==> src/rtl/core/assert_macros.svh <==
// ----------------------------------------------------------------------------
// assert_macros.svh
// Concurrent assertion helpers used by modified_utf8_decoder
// ----------------------------------------------------------------------------
`ifndef ASSERT_MACROS_SVH
`define ASSERT_MACROS_SVH

// property checked on every rising clock edge outside reset
`define ASSERT_CLK(label, clk_sig, rst_n_sig, prop, msg) \
    label: assert property (@(posedge clk_sig) disable iff (!rst_n_sig) (prop)) \
        else $error(msg);

// implication checked in the cycle after the trigger, outside reset
`define ASSERT_NEXT(label, clk_sig, rst_n_sig, trig, prop, msg) \
    label: assert property (@(posedge clk_sig) disable iff (!rst_n_sig) \
        (trig) |=> (prop)) else $error(msg);

`endif

==> src/rtl/core/mu8d_pkg.sv <==
// ----------------------------------------------------------------------------
// mu8d_pkg
// Types and constants of the modified utf-8 decoder
// ----------------------------------------------------------------------------
package mu8d_pkg;

    // status codes of a result
    localparam logic [1:0] ST_OK       = 2'd0;
    localparam logic [1:0] ST_BAD_LEAD = 2'd1;
    localparam logic [1:0] ST_BAD_CONT = 2'd2;
    localparam logic [1:0] ST_TRUNC    = 2'd3;

    // byte class masks and patterns
    localparam logic [7:0] MASK_CONT  = 8'hC0;
    localparam logic [7:0] PAT_CONT   = 8'h80;
    localparam logic [7:0] MASK_LEAD2 = 8'hE0;
    localparam logic [7:0] PAT_LEAD2  = 8'hC0;
    localparam logic [7:0] MASK_LEAD3 = 8'hF0;
    localparam logic [7:0] PAT_LEAD3  = 8'hE0;

    localparam logic [15:0] COUNT_MAX = 16'hFFFF;

    // decoder state carried from byte to byte
    typedef struct packed {
        logic [11:0] partial;
        logic [1:0]  owed;
        logic [15:0] count;
    } mu8d_state_t;

    // one result item plus a flag telling whether the byte gives one
    typedef struct packed {
        logic        present;
        logic [15:0] code_unit;
        logic        unit_valid;
        logic        end_of_string;
        logic [15:0] unit_count;
        logic [1:0]  status;
    } mu8d_result_t;

endpackage

==> src/rtl/core/mu8d_step.sv <==
// ----------------------------------------------------------------------------
// mu8d_step
// Single-byte decode step: next state and optional result from one byte
// ----------------------------------------------------------------------------
module mu8d_step
(
    input  logic [7:0]            data_byte,
    input  mu8d_pkg::mu8d_state_t state,
    output mu8d_pkg::mu8d_state_t state_next,
    output mu8d_pkg::mu8d_result_t result
);

    logic [17:0] merged;
    logic [15:0] count_inc;
    logic        is_cont;

    // payload merge and saturating count
    assign merged    = {state.partial, data_byte[5:0]};
    assign count_inc = (state.count == mu8d_pkg::COUNT_MAX) ? state.count
                                                            : state.count + 16'd1;
    assign is_cont   = (data_byte & mu8d_pkg::MASK_CONT) == mu8d_pkg::PAT_CONT;

    // byte classification
    always_comb
    begin
        state_next           = state;
        result.present       = 1'b0;
        result.code_unit     = 16'd0;
        result.unit_valid    = 1'b0;
        result.end_of_string = 1'b0;
        result.unit_count    = state.count;
        result.status        = mu8d_pkg::ST_OK;

        if (data_byte == 8'd0)
        begin
            // terminator reports the count then clears everything
            result.present       = 1'b1;
            result.end_of_string = 1'b1;
            result.status        = (state.owed != 2'd0) ? mu8d_pkg::ST_TRUNC
                                                        : mu8d_pkg::ST_OK;
            state_next.partial   = 12'd0;
            state_next.owed      = 2'd0;
            state_next.count     = 16'd0;
        end
        else if (state.owed != 2'd0)
        begin
            if (!is_cont)
            begin
                // broken sequence, drop it and the byte
                result.present     = 1'b1;
                result.status      = mu8d_pkg::ST_BAD_CONT;
                state_next.partial = 12'd0;
                state_next.owed    = 2'd0;
            end
            else if (state.owed == 2'd1)
            begin
                // last continuation completes the unit
                result.present     = 1'b1;
                result.code_unit   = merged[15:0];
                result.unit_valid  = 1'b1;
                result.unit_count  = count_inc;
                state_next.partial = 12'd0;
                state_next.owed    = 2'd0;
                state_next.count   = count_inc;
            end
            else
            begin
                state_next.partial = merged[11:0];
                state_next.owed    = state.owed - 2'd1;
            end
        end
        else if (data_byte[7] == 1'b0)
        begin
            // single-byte unit
            result.present    = 1'b1;
            result.code_unit  = {8'd0, data_byte};
            result.unit_valid = 1'b1;
            result.unit_count = count_inc;
            state_next.count  = count_inc;
        end
        else if ((data_byte & mu8d_pkg::MASK_LEAD2) == mu8d_pkg::PAT_LEAD2)
        begin
            state_next.partial = {7'd0, data_byte[4:0]};
            state_next.owed    = 2'd1;
        end
        else if ((data_byte & mu8d_pkg::MASK_LEAD3) == mu8d_pkg::PAT_LEAD3)
        begin
            state_next.partial = {8'd0, data_byte[3:0]};
            state_next.owed    = 2'd2;
        end
        else
        begin
            // stray continuation or lead of four bytes or more
            result.present = 1'b1;
            result.status  = mu8d_pkg::ST_BAD_LEAD;
        end
    end

endmodule

==> src/rtl/core/modified_utf8_decoder.sv <==
// ----------------------------------------------------------------------------
// modified_utf8_decoder
// Byte-serial decoder of zero-terminated modified utf-8 into 16-bit units
// ----------------------------------------------------------------------------
//  channel   dir   tdata                      tlast           tuser
//  s_*       in    data_byte[7:0]             -               -
//  m_*       out   code_unit, unit_count      end_of_string   unit_valid, status
//
//  one byte per cycle sustained while the skid entry is empty: a request
//  enters the input register, is decoded against the state registers and
//  any result it gives lands in the output register, which drives m_tvalid.
//  a two-entry output (register plus skid) keeps s_tready a pure register
//  function; a stalled m_tready stops intake once both entries are full.
//  reset clears the decode state, the unit count and all valid flags.
// ----------------------------------------------------------------------------
`include "assert_macros.svh"

module modified_utf8_decoder
(
    input  logic        clk,
    input  logic        rst_n,

    input  logic        s_tvalid,
    output logic        s_tready,
    input  logic [7:0]  s_tdata,   // [7:0] data_byte

    output logic        m_tvalid,
    input  logic        m_tready,
    output logic [31:0] m_tdata,   // [15:0] code_unit, [31:16] unit_count
    output logic        m_tlast,   // end_of_string
    output logic [2:0]  m_tuser    // [0] unit_valid, [2:1] status
);

    logic                   in_valid_reg;
    logic [7:0]             in_byte_reg;
    mu8d_pkg::mu8d_state_t  state_reg;
    mu8d_pkg::mu8d_state_t  state_next;
    mu8d_pkg::mu8d_result_t step_res;
    mu8d_pkg::mu8d_result_t out_reg;
    mu8d_pkg::mu8d_result_t skid_reg;
    logic                   out_valid_reg;
    logic                   skid_valid_reg;
    logic                   advance;
    logic                   in_accept;
    logic                   out_take;

    // handshake
    assign advance   = in_valid_reg && !skid_valid_reg;
    assign s_tready  = !in_valid_reg || advance;
    assign in_accept = s_tvalid && s_tready;
    assign out_take  = out_valid_reg && m_tready;

    // input register
    always_ff @(posedge clk or negedge rst_n)
    begin
        if (!rst_n)
        begin
            in_valid_reg <= 1'b0;
        end
        else if (s_tready)
        begin
            in_valid_reg <= s_tvalid;
        end
    end

    always_ff @(posedge clk)
    begin
        if (in_accept)
        begin
            in_byte_reg <= s_tdata;
        end
    end

    // decode step
    mu8d_step u_step
    (
        .data_byte  (in_byte_reg),
        .state      (state_reg),
        .state_next (state_next),
        .result     (step_res)
    );

    // decode state
    always_ff @(posedge clk or negedge rst_n)
    begin
        if (!rst_n)
        begin
            state_reg <= '0;
        end
        else if (advance)
        begin
            state_reg <= state_next;
        end
    end

    // output register and skid valid flags
    always_ff @(posedge clk or negedge rst_n)
    begin
        if (!rst_n)
        begin
            out_valid_reg  <= 1'b0;
            skid_valid_reg <= 1'b0;
        end
        else
        begin
            if (skid_valid_reg)
            begin
                if (out_take)
                begin
                    skid_valid_reg <= 1'b0;
                end
            end
            else if (advance && step_res.present)
            begin
                if (out_valid_reg && !m_tready)
                begin
                    skid_valid_reg <= 1'b1;
                end
                else
                begin
                    out_valid_reg <= 1'b1;
                end
            end
            else if (out_take)
            begin
                out_valid_reg <= 1'b0;
            end
        end
    end

    // output and skid payload
    always_ff @(posedge clk)
    begin
        if (skid_valid_reg)
        begin
            if (out_take)
            begin
                out_reg <= skid_reg;
            end
        end
        else if (advance && step_res.present)
        begin
            if (out_valid_reg && !m_tready)
            begin
                skid_reg <= step_res;
            end
            else
            begin
                out_reg <= step_res;
            end
        end
    end

    // port packing
    assign m_tvalid = out_valid_reg;
    assign m_tdata  = {out_reg.unit_count, out_reg.code_unit};
    assign m_tlast  = out_reg.end_of_string;
    assign m_tuser  = {out_reg.status, out_reg.unit_valid};

    // checks
    `ASSERT_CLK(a_skid_behind_out, clk, rst_n,
        !skid_valid_reg || out_valid_reg,
        "skid full while output empty")
    `ASSERT_CLK(a_unit_is_ok, clk, rst_n,
        !(out_valid_reg && out_reg.unit_valid)
            || (out_reg.status == mu8d_pkg::ST_OK && !out_reg.end_of_string),
        "unit result with error or end flag")
    `ASSERT_NEXT(a_eos_clears, clk, rst_n,
        advance && step_res.end_of_string,
        state_reg.count == 16'd0 && state_reg.owed == 2'd0,
        "terminator left state behind")
    `ASSERT_NEXT(a_in_hold, clk, rst_n,
        in_valid_reg && !advance,
        in_valid_reg && $stable(in_byte_reg),
        "pending input byte lost")

endmodule
==> config.mk <==
export PLATFORM = sky130hd
export DESIGN_NAME = modified_utf8_decoder
export DESIGN_NICKNAME = d
export VERILOG_FILES = /design/src/rtl/core/mu8d_pkg.sv /design/src/rtl/core/mu8d_step.sv /design/src/rtl/core/modified_utf8_decoder.sv
export VERILOG_INCLUDE_DIRS = /design/src /design/src/rtl/core
export SDC_FILE = /design/constraint.sdc
export NUM_CORES = 1
export LEC_CHECK = 0
export BUFFER_PORTS_ARGS = -buffer_cell sky130_fd_sc_hd__buf_4
export CAP_MARGIN = 5
export CORE_MARGIN = 2
export CORE_UTILIZATION = 45
export CTS_CLUSTER_SIZE = 14
export DETAILED_ROUTE_END_ITERATION = 10
export PLACE_DENSITY = 0.69
export RECOVER_POWER = 100
export SYNTH_ARGS = -nofsm -noshare
export SYNTH_HDL_FRONTEND = slang
export SYNTH_SLANG_ARGS = --single-unit
==> constraint.sdc <==
create_clock -name clk -period 6.95 [get_ports clk]
set_input_delay 1.39 -clock clk [delete_from_list [all_inputs] [get_ports clk]]
set_output_delay 1.39 -clock clk [all_outputs]
set_load 0.01 [all_outputs]
Yosys cells after proc, flatten, opt, wreduce, memory -nomap -nowiden
Index checks and enable logic that the tools add are counted.
W data, S select, Z words.
Word-level totals
  bits in read-only memories: 0
  memories kept: 0
  bits in registers: 111
  RAM bits: 0
  logic and storage cells: 88
  input bits: 12
  latch bits: 0
  output and inout port bits: 38
Cells by class
  add/sub/neg operators: 2
  magnitude comparators: 0
  div/mod/pow operators: 0
  bitwise operators: 1
  mux-type cells: 41
  reductions and logical operators: 19
  eq/ne operators: 8
  shifts and indexed selects: 0
  multipliers: 0
Operators by type and width (number)
  $mux W36: 4
  $mux W16: 5
  $mux W12: 5
  $mux W28: 2
  $mux W18: 3
  $mux W17: 2
  $add A16 B1 Y16 const B: 1
  $eq A16 B16 Y1 const B: 1
  $mux W1: 14
  $reduce_and A3 Y1: 4
  $mux W2: 5
  $logic_not A8 Y1: 1
  $mux W8: 1
  $reduce_bool A2 Y1: 3
  $logic_and A1 B1 Y1: 5
  $eq A4 B4 Y1 const B: 1
  $ne A2 B2 Y1 const B: 2
  $reduce_bool A4 Y1: 1
  $eq A3 B3 Y1 const B: 1
  $logic_not A1 Y1: 3
  $reduce_bool A3 Y1: 1
  $eq A2 B1 Y1 const B: 1
  $eq A2 B2 Y1 const B: 1
  $ne A2 B1 Y1 const B: 1
  3 further kinds: 3

Depth between registers and ports, before layout
  depth in word-level cells: 9
  depth in mapped cells: 8
  mapped depth without buffers: 7

Modules after synthesis
Synthesis repeated with hierarchy kept, for this count alone.
Unflattened totals
  cell total of the unflattened synthesis: 402
  area, all modules: 5542.8 sq um
Modules (own cells, without submodules)
  modified_utf8_decoder: cells an instance 200, seq. area each 3228.1 sq um, instances 1, area an instance 4117.7 sq um
  mu8d_step: cells an instance 202, seq. area each 0.0 sq um, instances 1, area an instance 1425.1 sq um

Worst setup path before layout
Ideal clock, no wire load.
  path kind: in2reg
  start: input m_tready
  end: register out_reg, in the netlist m_tdata[0] (enable)
  stages on the path: 2
  arrival time: 3.208 ns
  library setup time: 0.441 ns
  path buffers: 0
  path slack: 3.300 ns
  path through: nor2b_1 a21oi_1
Between the ends
  longest elaborated chain between the ends: 4
  elaborated cells between the ends (all ways): 6
  classes of those cells: 2 x eq/ne; 4 x reduce/logical
RTL lines
  start: declaration: line modified_utf8_decoder.sv:28  | input logic m_tready,
  $logic_not A1 Y1: line modified_utf8_decoder.sv:143  | if (out_valid_reg && !m_tready)
  $logic_and A1 B1 Y1: line modified_utf8_decoder.sv:143
  $ne A2 B2 Y1 (no source line)
  $reduce_and A3 Y1 (no source line) (*)
  end signal: assignment: line modified_utf8_decoder.sv:138  | out_reg <= skid_reg;
  end signal: assignment: line modified_utf8_decoder.sv:149  | out_reg <= step_res;
  end: declaration: line modified_utf8_decoder.sv:39  | mu8d_pkg::mu8d_result_t out_reg;
Every way passes the cells marked *; elsewhere a longest branch is shown, timed or not.
A chain may end at the register's enable or synchronous reset.

Worst setup path after layout
  start: register skid_valid_reg
  end: output s_tready
Between the ends
  longest elaborated chain between the ends: 3
RTL lines
  start: declaration: line modified_utf8_decoder.sv:42  | logic skid_valid_reg;
  start signal: assignment: line modified_utf8_decoder.sv:102  | skid_valid_reg <= 1'b0;
  start signal: assignment: line modified_utf8_decoder.sv:110  | skid_valid_reg <= 1'b0;
  start signal: assignment: line modified_utf8_decoder.sv:117  | skid_valid_reg <= 1'b1;
  $logic_not A1 Y1: line modified_utf8_decoder.sv:48  | assign advance = in_valid_reg && !skid_valid_reg;
  $logic_and A1 B1 Y1: line modified_utf8_decoder.sv:48
  $logic_or A1 B1 Y1: line modified_utf8_decoder.sv:49  | assign s_tready = !in_valid_reg || advance;
  end: declaration: line modified_utf8_decoder.sv:24  | output logic s_tready,
Every way passes these cells.

==> run_results.csv <==
group,metric,value,unit
global_route,antenna_found_initial,0,
clock_tree,clock_latency,0.35,ns
outcome,outcome,"complete, but fails checks",
clock_tree,post-cts-setup-buffer-count,0,
detailed_routing,post-route-drc-count,0,
logic_synthesis,synth_area_leaders,"edfxtp_1 (47%), dfrtp_1 (15%), mux2_2 (8.2%), nand2_1 (3.3%), o21ai_0 (3.3%)",
clock_tree,path_clk_slew,0.07,ns
logic_synthesis,yosysSeqAreaShare,62.6,%
worst_setup_path,rrSetupSlack,2.76,ns
logic_synthesis,synthCells,409,
worst_setup_path,crit_fanout,44,
place,gp_congestion,0.864,
clock_tree,cts-root-buf,"clkbuf_16",
power_and_ir_drop,peakVddDrop,0.206,mV
detailed_routing,first_pass_iters,5,
global_route,gr-total-overflow,0,
die,rows,38,
logic_synthesis,yosysUniqueCellTypes,45,
sta,fin_tns_setup,0,ns
place,dp_cells,575,
final_layout,final_core_util,52.0,%
logic_synthesis,synth.largest_area_cell,"edfxtp_1",
power_and_ir_drop,p_leak,0.00203,uW
run,cap_violations,3,
global_route,track_usage,17.2,%
detailed_routing,avgRoutedWirePerCell,16.5,um
worst_setup_path,worst_setup_path_start_kind,"flip-flop",
worst_setup_path,end_kind,"primary output",
final_layout,fillCellCount,976,
sta,relSlewSlack,-46.9,%
logic_synthesis,synthTopCellsByCount,"edfxtp_1 (80), nand2_1 (45), mux2_2 (37), o21ai_0 (33), dfrtp_1 (31)",
sta,slew_viol_final,114,
die,die_x,110,um
detailed_routing,drt-initial-drc-count,309,
sta,fmax,234,MHz
die,die_h,110,um
outcome,violations,"capacitance limit, slew limit",
logic_synthesis,syn_nets,424,
worst_setup_path,r2r_end,"skid_reg[3]",
clock_tree,cts_buffers,9,
worst_setup_path,worstPathRequired,5.56,ns
final_layout,largest_reg_flops,36,
sta,skew,0.00727,ns
power_and_ir_drop,powerDensity,389,mW/mm^2
logic_synthesis,ys.warnings.count,0,
sta,worstMarginPinSlew,2.20,ns
worst_setup_path,path_class,"flip-flop to primary output",
die,start_util,46.4,%
logic_synthesis,syn_area,0.00508,mm^2
worst_setup_path,startpoint,"skid_valid_reg",
die,die-area,0.0122,mm^2
sta,hold_viol_final,0,
worst_setup_path,cpMaxStageDelayCell,"clkbuf_1",
logic_synthesis,synth-seq-cells,111,
final_layout,finalNetCount,462,
clock_tree,cts_buffer_depth,2,
detailed_routing,wl,9770,um
die,design.core.area,0.0109,mm^2
worst_setup_path,worstSetupEndpoint,"s_tready",
global_route,grt_pass1_wl,15800,um
final_layout,area_growth,11.9,%
logic_synthesis,synth.most_common_cell,"edfxtp_1",
final_layout,final_cells,592,
worst_setup_path,reg2reg_from,"skid_valid_reg",
sta,finalWorstPathRequiredPeriod,4.27,ns
detailed_routing,viasPerCell,5.61,
final_layout,antenna_cells,0,
logic_synthesis,synth-main-ff-cell,"edfxtp_1",
global_route,grt_max_degree,45,
global_route,first_global_vias,2989,
clock_tree,cts_resized,0,
worst_setup_path,r2r_cells,5,
worst_setup_path,cp_slowest_stage_delay,1.57,ns
sta,fin_crit_sh,61.4,%
final_layout,drive_above_1_share,13.7,%
logic_synthesis,ys_async_sr_fraction,27.9,%
logic_synthesis,syn-mean-instance-area,12.4,um^2
hold_path,hold_path.class,"flip-flop to flip-flop",
sta,setup_viol,0,
worst_setup_path,cp_cell_sequence,"clkbuf_1 -> nand2_1 -> clkbuf_1",
place,hpwlAfterDp,6640,um
place,portBuffers,49,
logic_synthesis,synth.top_cell.area_share,47.3,%
die,top_level_ports,50,
worst_setup_path,cp_data_arrival_time,2.88,ns
clock_tree,holdBufCountCts,0,
final_layout,multi_input_area,0.00173,mm^2
clock_tree,h-tree-depth,3,
clock_tree,cts_sinks,111,
detailed_routing,vias,3319,
sta,rsz0062_at_grt,"no",
detailed_routing,antenna_left,0,
worst_setup_path,crit_path_frequent_cell,"clkbuf_1",
clock_tree,cts_tree,"built",
logic_synthesis,synth-edff-count,80,
final_layout,seq_area,0.00318,mm^2
-- power by group --
part | switching (uW) | leakage (uW) | internal [uW] | total [uW]
sequential | 75.7 | 0.00118 | 963 | 1040
clock | 238 | 0.000162 | 321 | 559
combinational | 404 | 0.000693 | 209 | 613
-- cell families after synthesis --
kind of cell | synth area share [%]
simple gates | 14.7
flops | 62.6
compound gates | 8.65
fa+ha+maj | 0.739
xor+xnor | 1.90
mux | 8.50
buf+inv | 2.98
-- critical path: cells and delay by family, from the launching register on --
kind                   cells  cell delay [ns]
AND/OR/NAND/NOR            1             0.37
flip-flops                 1             0.32
buffers and inverters      2             1.82
-- stage by stage --
step	hold WS, ns	cell area (um^2)	total power, uW	setup slack [ns]
floorplan	0.442	5080	1490	3.30
global placement	0.456	5540	1740	4.06
detailed placement	0.463	5540	1770	3.93
CTS	0.479	5870	2330	3.91
global route	0.501	5690	2340	2.36
finish	0.479	5690	2210	2.68
-- metal layers --
metal | up-vias | global-route usage, % | wire [um]
met5 | - | 0 | 0
met4 | 0 | 6.70 | 174
met3 | 14 | 3.47 | 553
met2 | 101 | 24.5 | 4220
met1 | 1610 | 26.0 | 4820
li1 | 1594 | - | -
-- cell type report --
type / count / share of cell area (%)
Tap cell: 140 / 3.08
Multi-Input combinational cell: 263 / 30.5
Inverter: 8 / 0.528
Timing Repair Buffer: 54 / 4.23
Sequential cell: 111 / 55.9
Clock buffer: 9 / 3.96
Clock inverter: 7 / 1.80
-- placed cells by master (no fill, tap or decap), drive strengths merged, types with 11 or more instances in the layout --
| cell | instances |
|---|---|
| edfxtp | 80 |
| inv | 11 |
| dfrtp | 31 |
| a21oi | 12 |
| mux2 | 38 |
| o21ai | 34 |
| nand4 | 12 |
| and2 | 20 |
| clkbuf | 62 |
| nand2 | 45 |
| nand3 | 17 |
-- worst min path at each step --
stage / start / end / slack [ns] / depth (start not counted)
floorplan: state_reg[22] / state_reg[22] / 0.44 / 2
global placement: state_reg[27] / state_reg[27] / 0.46 / 2
detailed placement: state_reg[25] / state_reg[25] / 0.46 / 2
CTS: state_reg[25] / state_reg[25] / 0.48 / 2
global route: state_reg[24] / state_reg[24] / 0.50 / 2
finish: state_reg[26] / state_reg[26] / 0.48 / 2
No activity file was read; power rests on OpenSTA's default activity.
